===== src/rtl/tkpq_pkg.sv =====
package tkpq_pkg;

    localparam int CLASS_W    = 2;
    localparam int CLIENT_W   = 16;
    localparam int DURATION_W = 16;
    localparam int STATUS_W   = 2;
    localparam int TDATA_W    = 40;

    typedef struct packed {
        logic [CLASS_W-1:0]    rec_class;
        logic [CLIENT_W-1:0]   client;
        logic [DURATION_W-1:0] duration;
    } rec_t;

    localparam int REC_W = $bits(rec_t);

    // operation codes carried in s_tuser
    localparam logic OP_INSERT = 1'b0;
    localparam logic OP_REMOVE = 1'b1;

    // result status codes carried in m_tuser
    localparam logic [STATUS_W-1:0] STATUS_DONE  = 2'd0;
    localparam logic [STATUS_W-1:0] STATUS_FULL  = 2'd1;
    localparam logic [STATUS_W-1:0] STATUS_EMPTY = 2'd2;

endpackage


===== src/rtl/two_key_priority_queue_core.sv =====
// Bounded priority queue of call records (class, client, duration) kept sorted by class,
// then by duration, smallest at the head; equal keys leave in arrival order. Records live
// in a single-port-write, single-port-read memory used as a ring, so a remove only reads
// the head entry and advances the ring start. A remove reads the head from idle, takes the
// record in ST_POP and goes on through ST_DONE to the output register. An insert walks the
// stored records from the tail toward the head through one comparator, moving each larger
// record up one slot: ST_READ reads it and ST_CMP compares it and writes it one slot up. When
// every stored record is larger (at most CAPACITY-1 of them), the new one lands at the head in
// ST_PLACE; else ST_CMP writes it behind the first record that is not larger. An insert into
// an empty or full queue, or a remove on an empty queue, goes straight to ST_DONE. One
// transaction is handled at a time; s_tready is high only while the sequencer is idle. The
// result is held in an output register until taken, and no clearing pass is needed after
// reset.
module two_key_priority_queue_core
    import tkpq_pkg::*;
#(
    parameter int CAPACITY = 16
) (
    input  logic               aclk,
    input  logic               aresetn,
    input  logic               s_tvalid,
    output logic               s_tready,
    // [1:0] record_class, [17:2] client_number, [33:18] call_duration
    input  logic [TDATA_W-1:0] s_tdata,
    // [0] operation
    input  logic [0:0]         s_tuser,
    output logic               m_tvalid,
    input  logic               m_tready,
    // [1:0] head_class, [17:2] head_client, [33:18] head_duration, [34] now_empty
    output logic [TDATA_W-1:0] m_tdata,
    // [1:0] status
    output logic [1:0]         m_tuser
);

    localparam int IDX_W = $clog2(CAPACITY);
    localparam int CNT_W = $clog2(CAPACITY + 1);
    localparam int SUM_W = $clog2(2 * CAPACITY);

    localparam logic [2:0] ST_IDLE  = 3'd0;
    localparam logic [2:0] ST_READ  = 3'd1;
    localparam logic [2:0] ST_CMP   = 3'd2;
    localparam logic [2:0] ST_PLACE = 3'd3;
    localparam logic [2:0] ST_POP   = 3'd4;
    localparam logic [2:0] ST_DONE  = 3'd5;

    logic [2:0]          state_reg, state_next;
    logic [CNT_W-1:0]    count_reg, count_next;
    logic [IDX_W-1:0]    head_reg, head_next;
    logic [IDX_W-1:0]    idx_reg, idx_next;
    rec_t                new_reg, new_next;
    logic [STATUS_W-1:0] res_status_reg, res_status_next;
    rec_t                res_rec_reg, res_rec_next;
    logic                res_empty_reg, res_empty_next;

    logic                out_valid_reg, out_valid_next;
    logic [STATUS_W-1:0] out_status_reg, out_status_next;
    rec_t                out_rec_reg, out_rec_next;
    logic                out_empty_reg, out_empty_next;

    logic                wr_en;
    logic [IDX_W-1:0]    wr_addr;
    rec_t                wr_data;
    logic                rd_en;
    logic [IDX_W-1:0]    rd_addr;
    rec_t                rd_data;

    rec_t                in_rec;
    logic                stored_larger;
    logic                out_load;

    // logical position in the sorted list to ring address
    function automatic logic [IDX_W-1:0] phys(input logic [IDX_W-1:0] head,
                                              input logic [IDX_W-1:0] lidx);
        logic [SUM_W-1:0] sum;
        sum = SUM_W'(head) + SUM_W'(lidx);
        if (sum >= SUM_W'(CAPACITY)) begin
            sum = sum - SUM_W'(CAPACITY);
        end
        return sum[IDX_W-1:0];
    endfunction

    tkpq_ram #(
        .DEPTH  (CAPACITY),
        .ADDR_W (IDX_W)
    ) u_ram (
        .aclk    (aclk),
        .wr_en   (wr_en),
        .wr_addr (wr_addr),
        .wr_data (wr_data),
        .rd_en   (rd_en),
        .rd_addr (rd_addr),
        .rd_data (rd_data)
    );

    assign in_rec.rec_class = s_tdata[1:0];
    assign in_rec.client    = s_tdata[17:2];
    assign in_rec.duration  = s_tdata[33:18];

    // shared key comparator: stored record must move behind the new one
    assign stored_larger = (rd_data.rec_class > new_reg.rec_class) ||
                           ((rd_data.rec_class == new_reg.rec_class) &&
                            (rd_data.duration > new_reg.duration));

    assign s_tready = (state_reg == ST_IDLE);
    assign out_load = (state_reg == ST_DONE) && (!out_valid_reg || m_tready);

    always_comb begin
        state_next      = state_reg;
        count_next      = count_reg;
        head_next       = head_reg;
        idx_next        = idx_reg;
        new_next        = new_reg;
        res_status_next = res_status_reg;
        res_rec_next    = res_rec_reg;
        res_empty_next  = res_empty_reg;
        wr_en           = 1'b0;
        wr_addr         = phys(head_reg, idx_reg + IDX_W'(1));
        wr_data         = new_reg;
        rd_en           = 1'b0;
        rd_addr         = phys(head_reg, idx_reg);

        unique case (state_reg)
            ST_IDLE: begin
                if (s_tvalid) begin
                    new_next     = in_rec;
                    res_rec_next = '0;
                    if (s_tuser[0] == OP_REMOVE) begin
                        if (count_reg == '0) begin
                            res_status_next = STATUS_EMPTY;
                            res_empty_next  = 1'b1;
                            state_next      = ST_DONE;
                        end else begin
                            rd_en      = 1'b1;
                            rd_addr    = head_reg;
                            state_next = ST_POP;
                        end
                    end else if (count_reg == CNT_W'(CAPACITY)) begin
                        res_status_next = STATUS_FULL;
                        res_empty_next  = 1'b0;
                        state_next      = ST_DONE;
                    end else if (count_reg == '0) begin
                        wr_en           = 1'b1;
                        wr_addr         = head_reg;
                        wr_data         = in_rec;
                        count_next      = count_reg + CNT_W'(1);
                        res_status_next = STATUS_DONE;
                        res_empty_next  = 1'b0;
                        state_next      = ST_DONE;
                    end else begin
                        // start at the tail; count is below capacity here
                        idx_next   = count_reg[IDX_W-1:0] - IDX_W'(1);
                        state_next = ST_READ;
                    end
                end
            end
            ST_READ: begin
                rd_en      = 1'b1;
                state_next = ST_CMP;
            end
            ST_CMP: begin
                if (stored_larger) begin
                    wr_en   = 1'b1;
                    wr_data = rd_data;
                    if (idx_reg == '0) begin
                        state_next = ST_PLACE;
                    end else begin
                        idx_next   = idx_reg - IDX_W'(1);
                        state_next = ST_READ;
                    end
                end else begin
                    wr_en           = 1'b1;
                    count_next      = count_reg + CNT_W'(1);
                    res_status_next = STATUS_DONE;
                    res_empty_next  = 1'b0;
                    state_next      = ST_DONE;
                end
            end
            ST_PLACE: begin
                wr_en           = 1'b1;
                wr_addr         = head_reg;
                count_next      = count_reg + CNT_W'(1);
                res_status_next = STATUS_DONE;
                res_empty_next  = 1'b0;
                state_next      = ST_DONE;
            end
            ST_POP: begin
                head_next       = phys(head_reg, IDX_W'(1));
                count_next      = count_reg - CNT_W'(1);
                res_rec_next    = rd_data;
                res_status_next = STATUS_DONE;
                res_empty_next  = (count_reg == CNT_W'(1));
                state_next      = ST_DONE;
            end
            ST_DONE: begin
                if (out_load) begin
                    state_next = ST_IDLE;
                end
            end
            default: begin
                state_next = ST_IDLE;
            end
        endcase
    end

    always_comb begin
        out_valid_next  = out_valid_reg;
        out_status_next = out_status_reg;
        out_rec_next    = out_rec_reg;
        out_empty_next  = out_empty_reg;
        if (out_load) begin
            out_valid_next  = 1'b1;
            out_status_next = res_status_reg;
            out_rec_next    = res_rec_reg;
            out_empty_next  = res_empty_reg;
        end else if (m_tready) begin
            out_valid_next = 1'b0;
        end
    end

    always_ff @(posedge aclk) begin
        if (!aresetn) begin
            state_reg     <= ST_IDLE;
            count_reg     <= '0;
            head_reg      <= '0;
            out_valid_reg <= 1'b0;
        end else begin
            state_reg     <= state_next;
            count_reg     <= count_next;
            head_reg      <= head_next;
            out_valid_reg <= out_valid_next;
        end
    end

    always_ff @(posedge aclk) begin
        idx_reg        <= idx_next;
        new_reg        <= new_next;
        res_status_reg <= res_status_next;
        res_rec_reg    <= res_rec_next;
        res_empty_reg  <= res_empty_next;
        out_status_reg <= out_status_next;
        out_rec_reg    <= out_rec_next;
        out_empty_reg  <= out_empty_next;
    end

    assign m_tvalid = out_valid_reg;
    assign m_tuser  = out_status_reg;
    assign m_tdata  = {5'b0, out_empty_reg, out_rec_reg.duration,
                       out_rec_reg.client, out_rec_reg.rec_class};

endmodule


===== src/rtl/tkpq_ram.sv =====
module tkpq_ram
    import tkpq_pkg::*;
#(
    parameter int DEPTH  = 16,
    parameter int ADDR_W = 4
) (
    input  logic              aclk,
    input  logic              wr_en,
    input  logic [ADDR_W-1:0] wr_addr,
    input  rec_t              wr_data,
    input  logic              rd_en,
    input  logic [ADDR_W-1:0] rd_addr,
    output rec_t              rd_data
);

    rec_t mem [DEPTH];
    rec_t rd_data_reg;

    always_ff @(posedge aclk) begin
        if (wr_en) begin
            mem[wr_addr] <= wr_data;
        end
        if (rd_en) begin
            rd_data_reg <= mem[rd_addr];
        end
    end

    assign rd_data = rd_data_reg;

endmodule

===== config.mk =====
export PLATFORM = sky130hd
export DESIGN_NAME = two_key_priority_queue_core
export DESIGN_NICKNAME = d
export VERILOG_FILES = /design/src/rtl/tkpq_pkg.sv /design/src/rtl/two_key_priority_queue_core.sv /design/src/rtl/tkpq_ram.sv
export SDC_FILE = /design/constraint.sdc
export NUM_CORES = 1
export LEC_CHECK = 0
export ABC_CLOCK_PERIOD_IN_PS = 8300
export BUFFER_PORTS_ARGS = -buffer_cell sky130_fd_sc_hd__buf_4
export CAP_MARGIN = 0
export CELL_PAD_IN_SITES_DETAIL_PLACEMENT = 0
export CELL_PAD_IN_SITES_GLOBAL_PLACEMENT = 1
export CORE_MARGIN = 2
export CORE_UTILIZATION = 50
export DETAILED_ROUTE_END_ITERATION = 6
export MAX_ROUTING_LAYER = met4
export PLACE_DENSITY_LB_ADDON = 0.1
export SLEW_MARGIN = 20
export SYNTH_ARGS = -nofsm -noshare
export SYNTH_HDL_FRONTEND = slang
export SYNTH_SLANG_ARGS = --single-unit
export TNS_END_PERCENT = 1

===== constraint.sdc =====
create_clock -name aclk -period 8.3 [get_ports aclk]
set_clock_uncertainty 0.15 [all_clocks]
set_input_delay 1.245 -clock aclk [delete_from_list [all_inputs] [get_ports aclk]]
set_output_delay 1.245 -clock aclk [all_outputs]
set_load 0.03 [all_outputs]

# Word-level counts from Yosys, hierarchy flattened
# Memory sizes are Yosys's and may differ from the RTL's. A register that Yosys moved wholly into a read port is not among the register bits.
# Cells that the tools add are included.
# totals
ramBits	544
word_cells	145
inputBits	45
out_inout_bits	44
regBits	125
n_memories	1
# classes
n_mux	69
addsub	11
n_reduce_logical	22
n_lt_le_gt_ge	5
eq_ne	19
# mem_list
memory	depth	width	rd	rd_ports_with_merged_regs	write_ports	line	text
u_ram.mem	16	34	1	1	1	tkpq_ram.sv:16	rec_t mem [DEPTH];
# ops
op	count
2-to-1 mux 34 bit	6
case mux 34 bit (2 select lines)	2
2-to-1 mux 4 bit	17
2-to-1 mux 5 bit	5
case mux 5 bit (4 select lines)	1
subtractor 4 x 1 -> 4 bit (second input constant)	5
2-to-1 mux 1 bit	18
2-to-1 mux 3 bit	6
greater-than comparator 16 bit	1
inequality test 2 bit (second input constant)	8
case mux 4 bit (2 select lines)	2
greater-or-equal comparator 5 bit (second input constant)	3
case mux 3 bit (5 select lines)	1
2-to-1 mux 2 bit	7
adder 4 x 4 -> 5 bit	2
AND reduction 5 bit	2
AND reduction 7 bit	1
equality test 3 x 2 -> 1 bit (second input constant)	2
equality test 3 bit (second input constant)	2
case mux 2 bit (3 select lines)	1
AND reduction 2 bit	3
AND reduction 6 bit	1
nonzero test 2 bit	3
adder 4 x 1 -> 5 bit (second input constant)	1
other kinds (22)	26

# Logic depth before layout (Yosys ltp)
# logic_depth
word_depth	9
mapped_depth	11

# Cells and area by module
# A second synthesis with hierarchy kept.
# unflattened
cells_unflattened	1388
area_unflattened_um2	27722.8
# modules_own_cells
mod	n_inst	cells_per_inst	area_each_um2
tkpq_ram	1	888	21416.8
two_key_priority_queue_core	1	500	6306.0

# Worst setup path before layout
# Ideal clock, no wire load.
# synth_path
path_kind	input-to-reg
startpoint	input port s_tvalid
endpoint	memory u_ram.mem[10][0] (netlist bit) (enable)
required_ps	7683
arrival_time_ps	5989
stages	6
path_slack_ps	1694
path_cell_list	nor4b_4 and3_1 clkbuf_1 a21o_1 mux2_2 nor3_1
# synth_between
elab_chain_len	4
elab_cells_between_ends	6
cone_classes	mux: 6
# synth_rtl
element	line	text
from (decl)	two_key_priority_queue_core.sv:21	input logic s_tvalid,
2-to-1 mux 1 bit	two_key_priority_queue_core.sv:124	if (s_tvalid) begin
case mux 1 bit (2 select lines)	two_key_priority_queue_core.sv:122	unique case (state_reg)
2-to-1 mux 1 bit	tkpq_ram.sv:20	if (wr_en) begin
2-to-1 mux 1 bit (not written as such)	tkpq_ram.sv:21	mem[wr_addr] <= wr_data;
to (decl)	tkpq_ram.sv:16	
# Several ways; a longest one is shown, not always the timed one.

# Final worst setup path
# layout_path
startpoint	input port s_tvalid
endpoint	memory u_ram.mem[6][2] (netlist bit) (enable)
# The elaborated chain is that of the path after synthesis.

==> flow_metrics.tcl <==
set metrics [dict create \
    status "finished clean" \
    layout_worst_path_cycle_share_pct 60.6 \
    final_layout_size_suffix_gt1_share_pct 19.0 \
    setup_tns_ns 0 \
    worst_path_max_delay_cell "nor2_4" \
    holdPathStages 0 \
    fmax_mhz 199 \
    critPathLaunchType "input pin" \
    preCtsSetupSlack_ns 2.24 \
    port_buffers 77 \
    drt_iter0_markers 1229 \
    setup.worst_path.class "in -> reg" \
    cp_data_arrival_time_ns 5.13 \
    num-nets-final 1881 \
    cp-end-kind "register" \
    relSlewSlack_pct 35.7 \
    largest_reg_flops 544 \
    synth_top_area_cell "edfxtp_1" \
    p_leak_nw 11.1 \
    ios 89 \
    final_max_slew_viol_count 0 \
    root_buffer "clkbuf_16" \
    drc 0 \
    cts_htree_levels 3 \
    hold_violations 0 \
    ys_types 60 \
    synth_edf_count 690 \
    post_drt_wl_per_cell_um 25.0 \
    rows 86 \
    insertion_delay_ns 0.61 \
    hp-class "reg -> reg" \
    setup_viol 0 \
    vias_per_cell 5.81 \
    min_from "res_empty_reg" \
    gp_congestion 0.803 \
    ys_ff_latch 703 \
    period_needed_ns 5.03 \
    min_to "out_empty_reg" \
    critPathMaxStageDelay_ns 0.75 \
    fin_cells 2609 \
    ys_seq_area_share_pct 74.9 \
    drtAntennaViolNets 0 \
    cts_sinks 703 \
    path_cells "buf_4 > nor4b_4 > buf_4 > and3_2 > a21o_1 > nor2_1 > xnor2_2 > nand2_1 > nor2_4 > buf_4" \
    groute.usage.overall_pct 23.9 \
    synthFlopType "edfxtp_1" \
    ys_top_cells_by_area "edfxtp_1 74%, mux4_2 5.3%, nand2_1 3.1%, mux2i_1 2.8%, ha_1 1.4%" \
    start_util_pct 50.8 \
    cts_hold_buf 0 \
    grt_pass1_vias 14974 \
    final_cell_area_um2 32100 \
    grtUsageMet2_pct 37.2 \
    antenna_found_initial 1 \
    cp_num_buf_inv 3 \
    clockBufferDepth 3 \
    rsz0062_at_grt "no" \
    grt_busiest_layer "met2" \
    chipHeight_um 241 \
    areaGrowthSynthToFinish_pct 14.6 \
    ff_latch_area_um2 21000 \
    top_register "u_ram.mem" \
    cp_top_family "simple AND/OR/NAND/NOR gates" \
    r2r_setup_slack_ns 3.42 \
    grt_max_degree 109 \
    dieArea_um2 58000 \
    synth-async-reset-ratio_pct 0 \
    grt_first_pass_wirelength_um 96500 \
    wirelength_um 65200 \
    multi_input_area_um2 6630 \
    use_met1_pct 32.9 \
    cts.repair.resized 0 \
    chipWidth_um 241 \
    ys_warn_count 0 \
    worstMarginPinSlew_ns 0.957 \
    worstReg2RegStart "state_reg[0]" \
    gr-usage-met3_pct 3.89 \
    diodes 0 \
    r2r-end "u_ram.mem[6][2]" \
    fin_ws_ns 3.27 \
    path_clk_slew_ns 0.06 \
    rr_worst_depth 9 \
    p_total_mw 12.9 \
    path_max_fanout 38 \
    cts_setup_buffers 0 \
    dr.pass1.iters 6 \
    vias 15152 \
    fill_cells 4230 \
    tritoncts "built" \
    vdd_drop_max_uv 344 \
    place_hpwl_um 35100 \
    syn_area_um2 28000 \
    max-cap-violations 0 \
    dp.cells 2474 \
    avgSynthCellArea_um2 16.7 \
    overflow 0 \
    yosysTopAreaCellShare_pct 73.9 \
    required_ns 8.40 \
    cts-buffers-inserted 73 \
    core_area_um2 55200 \
    synthesis.instances 1682 \
    placed_area_um2 29700 \
    critPathMostFrequentCell "buf_4" \
    power_density_nw_per_um2 403 \
]
## synth_stat cells, types with 3 or more instances
| master | count |
|---|---|
| ha_1 | 32 |
| o21ai_0 | 9 |
| inv_1 | 36 |
| a21oi_1 | 18 |
| dfxtp_1 | 13 |
| a41oi_1 | 4 |
| o31ai_1 | 18 |
| o21a_1 | 3 |
| a21o_1 | 24 |
| a22oi_1 | 17 |
| mux2i_1 | 79 |
| buf_2 | 16 |
| buf_6 | 4 |
| o21ai_1 | 32 |
| nand2b_1 | 6 |
| and2_1 | 6 |
| and3_1 | 36 |
| buf_1 | 5 |
| clkbuf_1 | 52 |
| nand4_1 | 38 |
| buf_4 | 19 |
| mux4_2 | 66 |
| nand2_1 | 233 |
| nor2b_1 | 4 |
| nor3_1 | 18 |
| edfxtp_1 | 690 |
| nor4_1 | 3 |
| nand3_1 | 75 |
| a22o_1 | 19 |
| xnor2_1 | 9 |
| nor2_1 | 27 |
| a32oi_1 | 35 |
| xor2_1 | 3 |
## metrics by stage
step | hold WS (ns) | util [%]
after global placement | 0.251 | 53.8
after detailed placement | 0.255 | 53.8
after global routing | 0.273 | 58.2
after CTS | 0.269 | 58.1
final | 0.266 | 58.2
after floorplan | 0.250 | -
## where the power goes
group	switching (mW)	internal, mW	leakage (nW)
Clock	1.34	1.87	1.15
Sequential	0.192	4.99	6.40
Combinational	2.99	1.55	3.51
## worst register-to-register path, cell delays in order, from the launching register on
cell     delay, ns
dfxtp_1       0.46
nor4b_4       0.33
buf_4         0.65
and3_2        0.34
a21o_1        0.24
nor2_1        0.12
xnor2_2       0.57
nand2_1       0.40
nor2_4        0.75
buf_4         0.52
## final cells by class
cell class / instances / share of cell area, %
sequential: 703 / 65.4
multi-input combinational: 851 / 20.7
clock buffer: 88 / 5.93
timing repair buffer: 137 / 3.34
tap: 748 / 2.92
clock inverter: 46 / 1.36
inverter: 36 / 0.421
## worst max path at each step
stage / cells past startpoint / slack, ns / startpoint / end
after detailed placement: 10 / 2.24 / s_tvalid / u_ram.mem[6][13]
after global routing: 10 / 3.10 / s_tvalid / u_ram.mem[6][1]
after floorplan: 6 / 1.69 / s_tvalid / u_ram.mem[10][0]
after CTS: 10 / 2.88 / s_tvalid / u_ram.mem[6][2]
final: 10 / 3.27 / s_tvalid / u_ram.mem[6][2]
after global placement: 10 / 2.38 / s_tvalid / u_ram.mem[4][8]
## kinds of logic (layout without fill, tap and decap cells)
| logic type | after synthesis | after routing | share of synthesized area, % |
|---|---|---|---|
| AOI/OAI and AO/OA | 195 | 195 | 5.06 |
| xor gates and xnor gates | 12 | 12 | 0.375 |
| adders and majority gates | 34 | 34 | 1.57 |
| buffers and inverters | 132 | 307 | 2.20 |
| DFF | 703 | 703 | 74.9 |
| muxes | 148 | 148 | 8.26 |
| other | 1 | 5 | 0.0134 |
| and+or+nand+nor | 457 | 457 | 7.65 |
## routing by layer
| metal | part of all wire [%] | vias to the layer above |
|---|---|---|
| met5 | 0 | - |
| met4 | 1.9 | 0 |
| met3 | 6.9 | 85 |
| met2 | 48 | 522 |
| met1 | 44 | 7725 |
| li1 | - | 6820 |
## layout by cell type (no fill, tap or decap), types with 9 or more instances in the layout
master | Yosys | layout
and3_1 | 36 | 35
mux2i_1 | 79 | 77
clkinv_1 | 0 | 14
mux4_2 | 66 | 66
a22o_1 | 19 | 18
a32oi_1 | 35 | 35
nand2_1 | 233 | 233
edfxtp_1 | 690 | 690
a21oi_1 | 18 | 18
nor3_1 | 18 | 10
buf_4 | 19 | 134
dfxtp_1 | 13 | 12
nor2_1 | 27 | 16
inv_1 | 36 | 36
clkinv_2 | 0 | 16
a21o_1 | 24 | 24
nand3_1 | 75 | 75
nand4_1 | 38 | 38
nor2_4 | 0 | 9
o21ai_1 | 32 | 31
o31ai_1 | 18 | 18
ha_1 | 32 | 32
a22oi_1 | 17 | 17
clkbuf_1 | 52 | 14
clkbuf_16 | 0 | 74
Power figures use the tool's default switching activity.
